**config.mk**
```make
export PLATFORM = sky130hd
export DESIGN_NAME = kreyvium_keystream_decrypt
export DESIGN_NICKNAME = d
export VERILOG_FILES = /design/src/hdl/kreyv_pkg.sv /design/src/hdl/kreyv_ctrl.sv /design/src/hdl/kreyv_dp.sv /design/src/hdl/kreyvium_keystream_decrypt.sv
export SDC_FILE = /design/constraint.sdc
export NUM_CORES = 2
export LEC_CHECK = 0
export ABC_AREA = 1
export BUFFER_PORTS_ARGS = -buffer_cell sky130_fd_sc_hd__buf_4
export CORE_MARGIN = 1.5
export CORE_UTILIZATION = 56
export DETAILED_ROUTE_END_ITERATION = 8
export MAX_ROUTING_LAYER = met4
export PLACE_DENSITY = 0.72
export SYNTH_ARGS = -nofsm -noshare
export SYNTH_HDL_FRONTEND = slang
export SYNTH_SLANG_ARGS = --single-unit
```
**constraint.sdc**
```tcl
create_clock -name aclk -period 2.55 [get_ports aclk]
set_clock_uncertainty 0.2 [all_clocks]
set_input_delay 0.1275 -clock aclk [delete_from_list [all_inputs] [get_ports aclk]]
set_output_delay 0.1275 -clock aclk [all_outputs]
set_load 0.05 [all_outputs]
```
**src/hdl/kreyv_pkg.sv**
```systemverilog
// ----------------------------------------------------------------------------
// kreyv_pkg
// Shared types and constants for the Kreyvium keystream decryptor.
// ----------------------------------------------------------------------------
package kreyv_pkg;

    localparam int STATE_BITS = 288;
    localparam int RING_BITS  = 128;
    localparam int HALF_BITS  = 64;
    localparam int BYTE_BITS  = 8;

    localparam logic [HALF_BITS-1:0] IV_RESET = 64'h1111_1111_1111_1111;

    // input command codes, carried on s_tuser
    localparam logic CMD_RESTART = 1'b0;
    localparam logic CMD_DECRYPT = 1'b1;

    // configuration register indexes
    localparam logic [1:0] REG_KEY_FIRST  = 2'd0;
    localparam logic [1:0] REG_KEY_SECOND = 2'd1;
    localparam logic [1:0] REG_IV_FIRST   = 2'd2;
    localparam logic [1:0] REG_IV_SECOND  = 2'd3;

    typedef enum logic [1:0] {
        ST_IDLE,
        ST_WARM,
        ST_DEC,
        ST_HOLD
    } ctrl_state_t;

    typedef struct packed {
        logic load;     // load state and rings from key and IV
        logic round;    // run one cipher round
        logic capture;  // latch input byte and last flag, clear keystream
        logic emit;     // write plaintext beat to the output register
    } ctrl_cmd_t;

    typedef struct packed {
        logic out_free; // output register empty or being drained
    } dp_status_t;

endpackage

```
**src/hdl/kreyv_ctrl.sv**
```systemverilog
// ----------------------------------------------------------------------------
// kreyv_ctrl
// Sequencer: accepts commands, counts warm-up and keystream rounds,
// and hands the finished byte to the output register.
// ----------------------------------------------------------------------------
module kreyv_ctrl #(
    parameter int WARMUP_ROUNDS = 1152,
    parameter int BITS_PER_ITEM = 8
) (
    input  logic                  aclk,
    input  logic                  aresetn,
    input  logic                  s_tvalid,
    output logic                  s_tready,
    input  logic                  s_tuser,
    input  kreyv_pkg::dp_status_t status,
    output kreyv_pkg::ctrl_cmd_t  cmd
);
    import kreyv_pkg::*;

    localparam int MAX_ROUNDS = (WARMUP_ROUNDS > BITS_PER_ITEM) ? WARMUP_ROUNDS : BITS_PER_ITEM;
    localparam int CNT_W      = $clog2(MAX_ROUNDS + 1);

    ctrl_state_t      state_reg, state_next;
    logic [CNT_W-1:0] cnt_reg, cnt_next;

    logic accept;
    logic warm_done;
    logic dec_done;

    assign accept    = s_tvalid && (state_reg == ST_IDLE);
    assign warm_done = (cnt_reg == CNT_W'(WARMUP_ROUNDS - 1));
    assign dec_done  = (cnt_reg == CNT_W'(BITS_PER_ITEM - 1));

    always_ff @(posedge aclk) begin
        if (!aresetn) begin
            state_reg <= ST_IDLE;
            cnt_reg   <= '0;
        end else begin
            state_reg <= state_next;
            cnt_reg   <= cnt_next;
        end
    end

    always_comb begin
        state_next = state_reg;
        cnt_next   = cnt_reg;
        unique case (state_reg)
            ST_IDLE: begin
                cnt_next = '0;
                if (accept) begin
                    state_next = (s_tuser == CMD_RESTART) ? ST_WARM : ST_DEC;
                end
            end
            ST_WARM: begin
                cnt_next = cnt_reg + 1'b1;
                if (warm_done) begin
                    state_next = ST_IDLE;
                end
            end
            ST_DEC: begin
                cnt_next = cnt_reg + 1'b1;
                if (dec_done) begin
                    state_next = ST_HOLD;
                end
            end
            ST_HOLD: begin
                // wait for room in the output register
                if (status.out_free) begin
                    state_next = ST_IDLE;
                end
            end
            default: begin
                state_next = ST_IDLE;
            end
        endcase
    end

    always_comb begin
        cmd      = '0;
        s_tready = 1'b0;
        unique case (state_reg)
            ST_IDLE: begin
                s_tready    = 1'b1;
                cmd.load    = accept && (s_tuser == CMD_RESTART);
                cmd.capture = accept && (s_tuser == CMD_DECRYPT);
            end
            ST_WARM: begin
                cmd.round = 1'b1;
            end
            ST_DEC: begin
                cmd.round = 1'b1;
            end
            ST_HOLD: begin
                cmd.emit = status.out_free;
            end
            default: begin
                cmd = '0;
            end
        endcase
    end

endmodule

```
**src/hdl/kreyv_dp.sv**
```systemverilog
// ----------------------------------------------------------------------------
// kreyv_dp
// Datapath: key and IV registers, 288-bit cipher state, key and IV rings,
// keystream shifter and the output register.
// ----------------------------------------------------------------------------
module kreyv_dp (
    input  logic                  aclk,
    input  logic                  aresetn,
    input  logic                  cfg_we,
    input  logic [1:0]            cfg_index,
    input  logic [63:0]           cfg_wdata,
    input  logic [7:0]            s_tdata,
    input  logic                  s_tlast,
    output logic [7:0]            m_tdata,
    output logic                  m_tlast,
    output logic                  m_tvalid,
    input  logic                  m_tready,
    input  kreyv_pkg::ctrl_cmd_t  cmd,
    output kreyv_pkg::dp_status_t status
);
    import kreyv_pkg::*;

    logic [HALF_BITS-1:0]  key_first_reg, key_second_reg;
    logic [HALF_BITS-1:0]  iv_first_reg, iv_second_reg;
    logic [STATE_BITS-1:0] st_reg, st_next;
    logic [RING_BITS-1:0]  key_ring_reg, key_ring_next;
    logic [RING_BITS-1:0]  iv_ring_reg, iv_ring_next;
    logic [BYTE_BITS-1:0]  ks_reg, ks_next;
    logic [BYTE_BITS-1:0]  byte_reg;
    logic                  last_reg;
    logic [BYTE_BITS-1:0]  m_data_reg;
    logic                  m_last_reg;
    logic                  m_valid_reg;

    logic [RING_BITS-1:0]  key_vec, iv_vec;
    logic t1, t2, t3, z;
    logic t1n, t2n, t3n;
    logic kb, ivb;

    // vector MSB holds bit 0 of key or IV
    assign key_vec = {key_first_reg, key_second_reg};
    assign iv_vec  = {iv_first_reg, iv_second_reg};
    assign kb      = key_ring_reg[RING_BITS-1];
    assign ivb     = iv_ring_reg[RING_BITS-1];

    always_comb begin
        t1  = st_reg[65] ^ st_reg[92];
        t2  = st_reg[161] ^ st_reg[176];
        t3  = st_reg[242] ^ st_reg[287] ^ kb;
        z   = t1 ^ t2 ^ t3;
        t1n = t1 ^ st_reg[170] ^ ivb ^ (st_reg[90] & st_reg[91]);
        t2n = t2 ^ st_reg[263] ^ (st_reg[174] & st_reg[175]);
        t3n = t3 ^ st_reg[68] ^ (st_reg[285] & st_reg[286]);
    end

    always_comb begin
        st_next       = st_reg;
        key_ring_next = key_ring_reg;
        iv_ring_next  = iv_ring_reg;
        ks_next       = ks_reg;
        if (cmd.load) begin
            for (int i = 0; i < 93; i++) begin
                st_next[i] = key_vec[RING_BITS-1-i];
            end
            for (int i = 0; i < RING_BITS; i++) begin
                st_next[93+i] = iv_vec[RING_BITS-1-i];
            end
            st_next[286:221] = '1;
            st_next[287]     = 1'b0;
            key_ring_next    = key_vec;
            iv_ring_next     = iv_vec;
        end else if (cmd.round) begin
            st_next       = {st_reg[STATE_BITS-2:0], t3n};
            st_next[93]   = t1n;
            st_next[177]  = t2n;
            key_ring_next = {key_ring_reg[RING_BITS-2:0], key_ring_reg[RING_BITS-1]};
            iv_ring_next  = {iv_ring_reg[RING_BITS-2:0], iv_ring_reg[RING_BITS-1]};
            ks_next       = {ks_reg[BYTE_BITS-2:0], z};
        end else if (cmd.capture) begin
            ks_next = '0;
        end
    end

    always_ff @(posedge aclk) begin
        if (!aresetn) begin
            key_first_reg  <= '0;
            key_second_reg <= '0;
            iv_first_reg   <= IV_RESET;
            iv_second_reg  <= IV_RESET;
        end else if (cfg_we) begin
            unique case (cfg_index)
                REG_KEY_FIRST:  key_first_reg  <= cfg_wdata;
                REG_KEY_SECOND: key_second_reg <= cfg_wdata;
                REG_IV_FIRST:   iv_first_reg   <= cfg_wdata;
                REG_IV_SECOND:  iv_second_reg  <= cfg_wdata;
                default: ;
            endcase
        end
    end

    always_ff @(posedge aclk) begin
        if (!aresetn) begin
            st_reg       <= '0;
            key_ring_reg <= '0;
            iv_ring_reg  <= '0;
        end else begin
            st_reg       <= st_next;
            key_ring_reg <= key_ring_next;
            iv_ring_reg  <= iv_ring_next;
        end
    end

    always_ff @(posedge aclk) begin
        ks_reg <= ks_next;
        if (cmd.capture) begin
            byte_reg <= s_tdata;
            last_reg <= s_tlast;
        end
        if (cmd.emit) begin
            m_data_reg <= byte_reg ^ ks_reg;
            m_last_reg <= last_reg;
        end
    end

    always_ff @(posedge aclk) begin
        if (!aresetn) begin
            m_valid_reg <= 1'b0;
        end else if (cmd.emit) begin
            m_valid_reg <= 1'b1;
        end else if (m_tready) begin
            m_valid_reg <= 1'b0;
        end
    end

    assign status.out_free = !m_valid_reg || m_tready;
    assign m_tdata         = m_data_reg;
    assign m_tlast         = m_last_reg;
    assign m_tvalid        = m_valid_reg;

endmodule

```
**src/hdl/kreyvium_keystream_decrypt.sv**
```systemverilog
// ----------------------------------------------------------------------------
// kreyvium_keystream_decrypt
// Kreyvium stream cipher on plain bits: restart with key and IV plus warm-up,
// then decrypt one ciphertext byte per command beat.
// ----------------------------------------------------------------------------
//
//  channel   direction  beat contents
//  s_        in         tdata[7:0] cipher_byte, tuser command, tlast last_in
//  m_        out        tdata[7:0] plain_byte, tlast last_out
//  cfg_      in         cfg_index register, cfg_wdata 64-bit value
//
//  One cipher round runs per cycle through the state register loop.
//  Restart beat: load key and IV on accept, then run the warm-up rounds, no output beat.
//  Decrypt beat: capture the byte on accept, run one keystream round per bit, then load
//  the output register as soon as it has room.
//  s_tready is low while rounds run or a finished byte waits for the output
//  register; a new beat is taken while the previous output beat is still held.
//  Reset (aresetn low, synchronous) clears cipher state and rings, no sweep.
// ----------------------------------------------------------------------------
module kreyvium_keystream_decrypt #(
    parameter int WARMUP_ROUNDS = 1152,
    parameter int BITS_PER_ITEM = 8
) (
    input  logic        aclk,
    input  logic        aresetn,
    input  logic        cfg_we,
    input  logic [1:0]  cfg_index,
    input  logic [63:0] cfg_wdata,
    input  logic        s_tvalid,
    output logic        s_tready,
    input  logic [7:0]  s_tdata,    // [7:0] cipher_byte
    input  logic        s_tuser,    // [0] command
    input  logic        s_tlast,
    output logic        m_tvalid,
    input  logic        m_tready,
    output logic [7:0]  m_tdata,    // [7:0] plain_byte
    output logic        m_tlast
);
    import kreyv_pkg::*;

    ctrl_cmd_t  cmd;
    dp_status_t status;

    kreyv_ctrl #(
        .WARMUP_ROUNDS(WARMUP_ROUNDS),
        .BITS_PER_ITEM(BITS_PER_ITEM)
    ) u_ctrl (
        .aclk    (aclk),
        .aresetn (aresetn),
        .s_tvalid(s_tvalid),
        .s_tready(s_tready),
        .s_tuser (s_tuser),
        .status  (status),
        .cmd     (cmd)
    );

    kreyv_dp u_dp (
        .aclk     (aclk),
        .aresetn  (aresetn),
        .cfg_we   (cfg_we),
        .cfg_index(cfg_index),
        .cfg_wdata(cfg_wdata),
        .s_tdata  (s_tdata),
        .s_tlast  (s_tlast),
        .m_tdata  (m_tdata),
        .m_tlast  (m_tlast),
        .m_tvalid (m_tvalid),
        .m_tready (m_tready),
        .cmd      (cmd),
        .status   (status)
    );

`ifndef SYNTHESIS
    // never overwrite a beat that is still waiting
    a_emit_free: assert property (@(posedge aclk) disable iff (!aresetn)
        cmd.emit |-> status.out_free)
        else $error("output register overwritten");

    a_emit_valid: assert property (@(posedge aclk) disable iff (!aresetn)
        cmd.emit |=> m_tvalid)
        else $error("emitted beat not shown on output");

    a_busy_after_accept: assert property (@(posedge aclk) disable iff (!aresetn)
        (s_tvalid && s_tready) |=> !s_tready)
        else $error("new beat taken while rounds pending");

    a_load_round: assert property (@(posedge aclk) disable iff (!aresetn)
        !(cmd.load && (cmd.round || cmd.capture || cmd.emit)))
        else $error("load overlaps other datapath command");
`endif

endmodule

```
== Yosys cells after proc, flatten, opt, wreduce, memory -nomap -nowiden ==
Index checks and enable logic that the tools add are counted.

* Flip-flop bits (word level): 840
* Bits of input ports: 81

* $add $sub $neg: 1
* Equality and inequality tests: 12
* Multiplexer cells: 22
* Bitwise operators: 20
* Reductions and logical operators: 19

{| class="wikitable"
|+ Operators with widths
! kind !! count
|-
| 287-bit 2-to-1 mux || 2
|-
| 128-bit 2-to-1 mux || 4
|-
| 11-bit case mux with 2 select lines || 1
|-
| 8-bit 2-to-1 mux || 2
|-
| 1-bit bitwise XOR || 13
|-
| 11-bit by 1-bit adder with 11-bit output (second input constant) || 1
|-
| 11-bit equality test (second input constant) || 1
|-
| 11-bit by 3-bit equality test with 1-bit output (second input constant) || 1
|-
| 2-bit 2-to-1 mux || 5
|-
| 2-bit AND reduction || 5
|-
| 2-bit equality test (second input constant) || 4
|-
| 2-bit by 1-bit inequality test with 1-bit output (second input constant) || 4
|-
| 2-bit case mux with 4 select lines || 1
|-
| 2-bit nonzero test || 4
|-
| 8-bit bitwise XOR || 1
|-
| 1-bit 2-to-1 mux || 7
|-
| 2-bit by 1-bit equality test with 1-bit output (second input constant) || 2
|-
| 2-bit zero test || 2
|-
| 4-bit AND reduction || 1
|-
| 2-bit OR reduction || 2
|-
| 1-bit AND || 3
|-
| 1-bit logical AND || 3
|-
| 1-bit inverter || 3
|-
| 1-bit zero test || 1
|-
| 1-bit logical OR || 1
|}

== Logic depth before layout (Yosys ltp) ==
* Depth after elaboration: 6
* Depth in mapped cells: 12
* Depth with buffers taken out: 10

== Cells and area by module ==
From an unflattened synthesis, not the netlist that was laid out.

* Cells, all modules: 4694
* Area total of the unflattened synthesis: 34056.4 µm²

{| class="wikitable"
|+ By module, submodules not included
! module !! times used !! cells each !! area each (µm²) !! seq. area each (µm²)
|-
| kreyv_dp || 1 || 4582 || 33265.7 || 16816.1
|-
| kreyv_ctrl || 1 || 112 || 790.8 || 260.2
|}

== Least setup slack after synthesis ==
OpenSTA, ideal clock, no wires.

* Kind: reg-to-reg
* From: reg u_ctrl.state_reg[0]
* To: reg u_dp.ks_reg[0], enable pin
* Arrival time: 2004 ps
* Slack: -11 ps
* Stages on the path, launching flop included: 8
* Path buffers: 2
* Clock period less this slack: 2561 ps
* Path through: dfxtp_1 -> inv_1 -> ha_1 -> nand3_4 -> nand2_2 -> buf_2 -> buf_2 -> o21ai_0

* Longest elaborated chain between the ends: 6
* Elaborated cells on any way between the ends: 13
* Those cells by class: eq/ne: 2; mux: 3; bitwise: 1; reduce/logical: 7

{| class="wikitable"
|+ RTL lines
! what !! RTL line !! RTL
|-
| start: declaration || kreyv_ctrl.sv:23 || <nowiki>ctrl_state_t state_reg, state_next;</nowiki>
|-
| start signal: assignment || kreyv_ctrl.sv:39 || <nowiki>state_reg <= state_next;</nowiki>
|-
| 2-bit zero test || kreyv_ctrl.sv:30, kreyv_ctrl.sv:81 ||
|-
| 1-bit logical AND || kreyv_ctrl.sv:30 || <nowiki>assign accept = s_tvalid && (state_reg == ST_IDLE);</nowiki>
|-
| 1-bit logical AND (on tied branches) || kreyv_ctrl.sv:85, kreyv_ctrl.sv:84 ||
|-
| 1-bit 2-to-1 mux || kreyv_ctrl.sv:81 || <nowiki>unique case (state_reg)</nowiki>
|-
| 2-bit nonzero test (no source line) or 1-bit inverter (tied branches) || - ||
|-
| 2-bit AND reduction (no source line) * || - ||
|-
| end signal: assignment || kreyv_dp.sv:114 || <nowiki>ks_reg <= ks_next;</nowiki>
|-
| end: declaration || kreyv_dp.sv:28 || <nowiki>logic [BYTE_BITS-1:0] ks_reg, ks_next;</nowiki>
|}

Every way passes the cells marked *; elsewhere a longest branch is shown, timed or not.
A chain may end at the register's enable or synchronous reset.

== Worst setup path in the final report ==
* From: reg u_ctrl.state_reg[0]
* To: reg u_ctrl.state_reg[1]

* Longest elaborated chain between the ends: 4
* Elaborated cells on any way between the ends: 11
* Those cells by class: eq/ne: 7; mux: 1; reduce/logical: 3

{| class="wikitable"
|+ RTL lines
! what !! RTL line
|-
| 2-bit zero test || kreyv_ctrl.sv:30, kreyv_ctrl.sv:47
|-
| 1-bit logical AND || kreyv_ctrl.sv:30
|-
| 2-bit by 1-bit inequality test with 1-bit output (no source line) || -
|-
| 4-bit AND reduction (no source line) || -
|}

Parallel ways exist; a longest one is shown, timed or not.

==> results.cfg <==
[floorplan]
core_sq_um = 55100
dieArea_sq_um = 57300
die_x_um = 239
start_util = 0.568
die_y_um = 239
num_rows = 86
ioPinCount = 92

[clock_tree]
cts.path.max_buffers = 3
htreeDepth = 3
clock-sinks = 840
cts_buffers = 84
worstSkewPairLatency_ps = 650
root_buffer = clkbuf_16
cts_tree = done
post-cts-setup-buffers = 0
clkTransAtPathRegs_ps = 60

[finish]
area_growth_pct = 15.6
final_cell_mix = dfxtp_1 (814), nand2_1 (807), o21ai_0 (583), nor2_1 (563), a21oi_1 (243)
nNetsFinal = 4001
drive_gt1_frac = 0.0897
stdcell_area_sq_um = 36100
largest_reg_flops = 288
final_common_cell = dfxtp_1

[global_route]
grt_pass1_vias = 25953
grt_pass1_wl_mm = 138
grt_overflow_total = 0
grt_usage = 0.307
antenna_found_initial = 2
grt_max_degree = 134

[critical_path]
endpoint_kind = flip-flop
cp-start-kind = flip-flop
crit_slowest_cell = dlygate4sd3_1
worstPathCellList = inv_1 -> ha_1 -> or2_2 -> nand2_1 -> nand2_1 -> nor2_1 -> nand2_1 -> dlygate4sd3_1 -> nand2_1 -> nor2_1
critical_path_depth = 10
reg2reg_depth = 10
rrSetupSlack_ps = 150
crit_family = simple AND/OR/NAND/NOR gates
crit_arrival_ps = 2730
r2r_start = u_ctrl.state_reg[0]
slowest_delay_ps = 570
cp.required_ps = 2870
critPathMostFrequentCell = nand2_1
path_buf_inv = 2
critPathMaxFanout = 5
worstSetupPathType = flip-flop to flip-flop
r2r_end = u_ctrl.state_reg[1]

[synth]
ys_seq_elements = 840
synth_xor_area_frac = 0.00364
synthSimpleGateAreaFrac = 0.179
yosys_warnings = 0
syn_avg_cell_area_sq_um = 8.03
synth_nets = 3980
synth_adder_area_share = 0.00240
muxShareOfSynthArea = 0
yosysSeqAreaShare = 0.546
synth_compound_area_frac = 0.214
synth_area_sq_um = 31300
synthTopCellsByArea = dfxtp_1 (52%), nand2_1 (9.7%), o21ai_0 (9.3%), nor2_1 (6.8%), a21oi_1 (3.9%)
synth_top_family_by_area = compound AO/OA/AOI/OAI gates
syn_inst = 3893
synth_top_area_cell = dfxtp_1
ys_types = 36
yosysTopAreaCellShare = 0.521

[hold_path]
min_path_cells = 2
hp-class = primary input to flip-flop
min_to = u_dp.last_reg
min_from = s_tlast

[sta]
setup_ws_ps = 146
worst_pin_slew_ps = 1000
hold_violations = 0
slew_viol_final = 0
rsz0062_at_grt = no
setup_violations = 0
relSlewSlack = 0.324
fin_crit_sh = 0.943
fin_tns_setup_ps = 0
fin_crit_ps = 2400
maxClockFrequency_mhz = 416

[detailed_routing]
viasPerCell = 5.79
ant_nets = 0
drtIter0Drc = 2373
post-route-drc-count = 0
drtPass1Iterations = 5
wire_per_inst_um = 18.1
routed_wl_mm = 85.8
vias = 27379

[power_and_ir_drop]
p_leak_nw = 14.2
vdd_drop_max_uv = 949
cellPowerDensity_nw_per_um2 = 1100

[flow_run]
maxCapViolations = 0

[place]
gp_congestion = 0.843
placement.cell_area_sq_um = 32600
pre_cts_slack_ps = 228
io_buffer_count = 91
hpwl_mm = 48.7

[status]
run_status = finished, final reports clean
-- logic make-up (layout without fill, tap and decap cells) --
family | count (synthesis) | in the layout
buf+inv | 408 | 497
other cells | 0 | 1
fa+ha+maj | 6 | 6
flops | 840 | 840
compound gates | 1173 | 1173
simple gates | 1453 | 1453
xor+xnor | 13 | 13
-- routing by layer --
| metal | wire (um) | global-route usage | share of wire | vias to the layer above |
|---|---|---|---|---|
| met1 | 38500 | 0.408 | 0.45 | 13151 |
| met4 | 1750 | 0.0907 | 0.020 | 0 |
| li1 | - | - | - | 13196 |
| met3 | 5340 | 0.0399 | 0.062 | 130 |
| met5 | 0 | - | 0 | - |
| met2 | 40200 | 0.491 | 0.47 | 902 |
-- final cells by class --
cell class | count | area, sq um
diodes | 1 | 2.50
clock buffers | 130 | 2490
clock inverters | 24 | 216
fillers | 4606 | 19000
inverters | 101 | 402
multi-input cells | 2645 | 12500
flip-flops and latches | 840 | 17100
well taps | 748 | 936
repair buffers | 242 | 2500
-- synth_stat cells, drive strengths merged --
library cell and count:
a211oi 46, a21boi 1, a21oi 243, a22oi 9, a31oi 173, and2 1
buf 133, clkbuf 174, dfxtp 814, edfxtp 26, ha 6, inv 101
nand2 810, nand3 66, nand3b 1, nand4 1, nor2 567, nor3 3
nor4 1, o211ai 10, o21ai 587, o221a 47, o221ai 15, o22ai 42
or2 3, xnor2 1, xor2 12
-- where the power goes --
part / leakage, nW / switching (mW) / internal, mW / total, mW
combinational: 5.99 / 7.11 / 3.65 / 10.8
sequential: 6.92 / 1.31 / 15.7 / 17.0
clock: 1.33 / 5.20 / 6.95 / 12.1
total: 14.2 / 13.6 / 26.3 / 39.9
-- through the flow --
stage                     cells  utilization  total power, mW  hold slack (ps)
after floorplan            3893            -             24.5             26.4
after global placement     4491        0.591             27.5              109
after detailed placement   4491        0.591             27.6              107
after CTS                  4730        0.656             39.9             4.19
after global routing       4731        0.656             41.9             22.7
final                      4731        0.656             39.9             29.1
-- worst max-delay path by stage --
stage | from | to | slack [ps]
after floorplan | u_ctrl.state_reg[0] | u_dp.ks_reg[0] | 210
after global placement | u_ctrl.state_reg[0] | u_dp.iv_ring_reg[30] | 280
after detailed placement | u_ctrl.state_reg[0] | u_dp.key_ring_reg[23] | 230
after CTS | u_ctrl.state_reg[0] | u_dp.iv_ring_reg[106] | 170
after global routing | u_ctrl.state_reg[0] | u_ctrl.state_reg[1] | 20
final | u_ctrl.state_reg[0] | u_ctrl.state_reg[1] | 150
-- what timing repair did --
action                                 4_1_cts  5_1_grt
hold buffers                                85        0
resized for setup                            0        0
endpoints found under the hold margin      439        0
(Power assumes the default switching activity.)
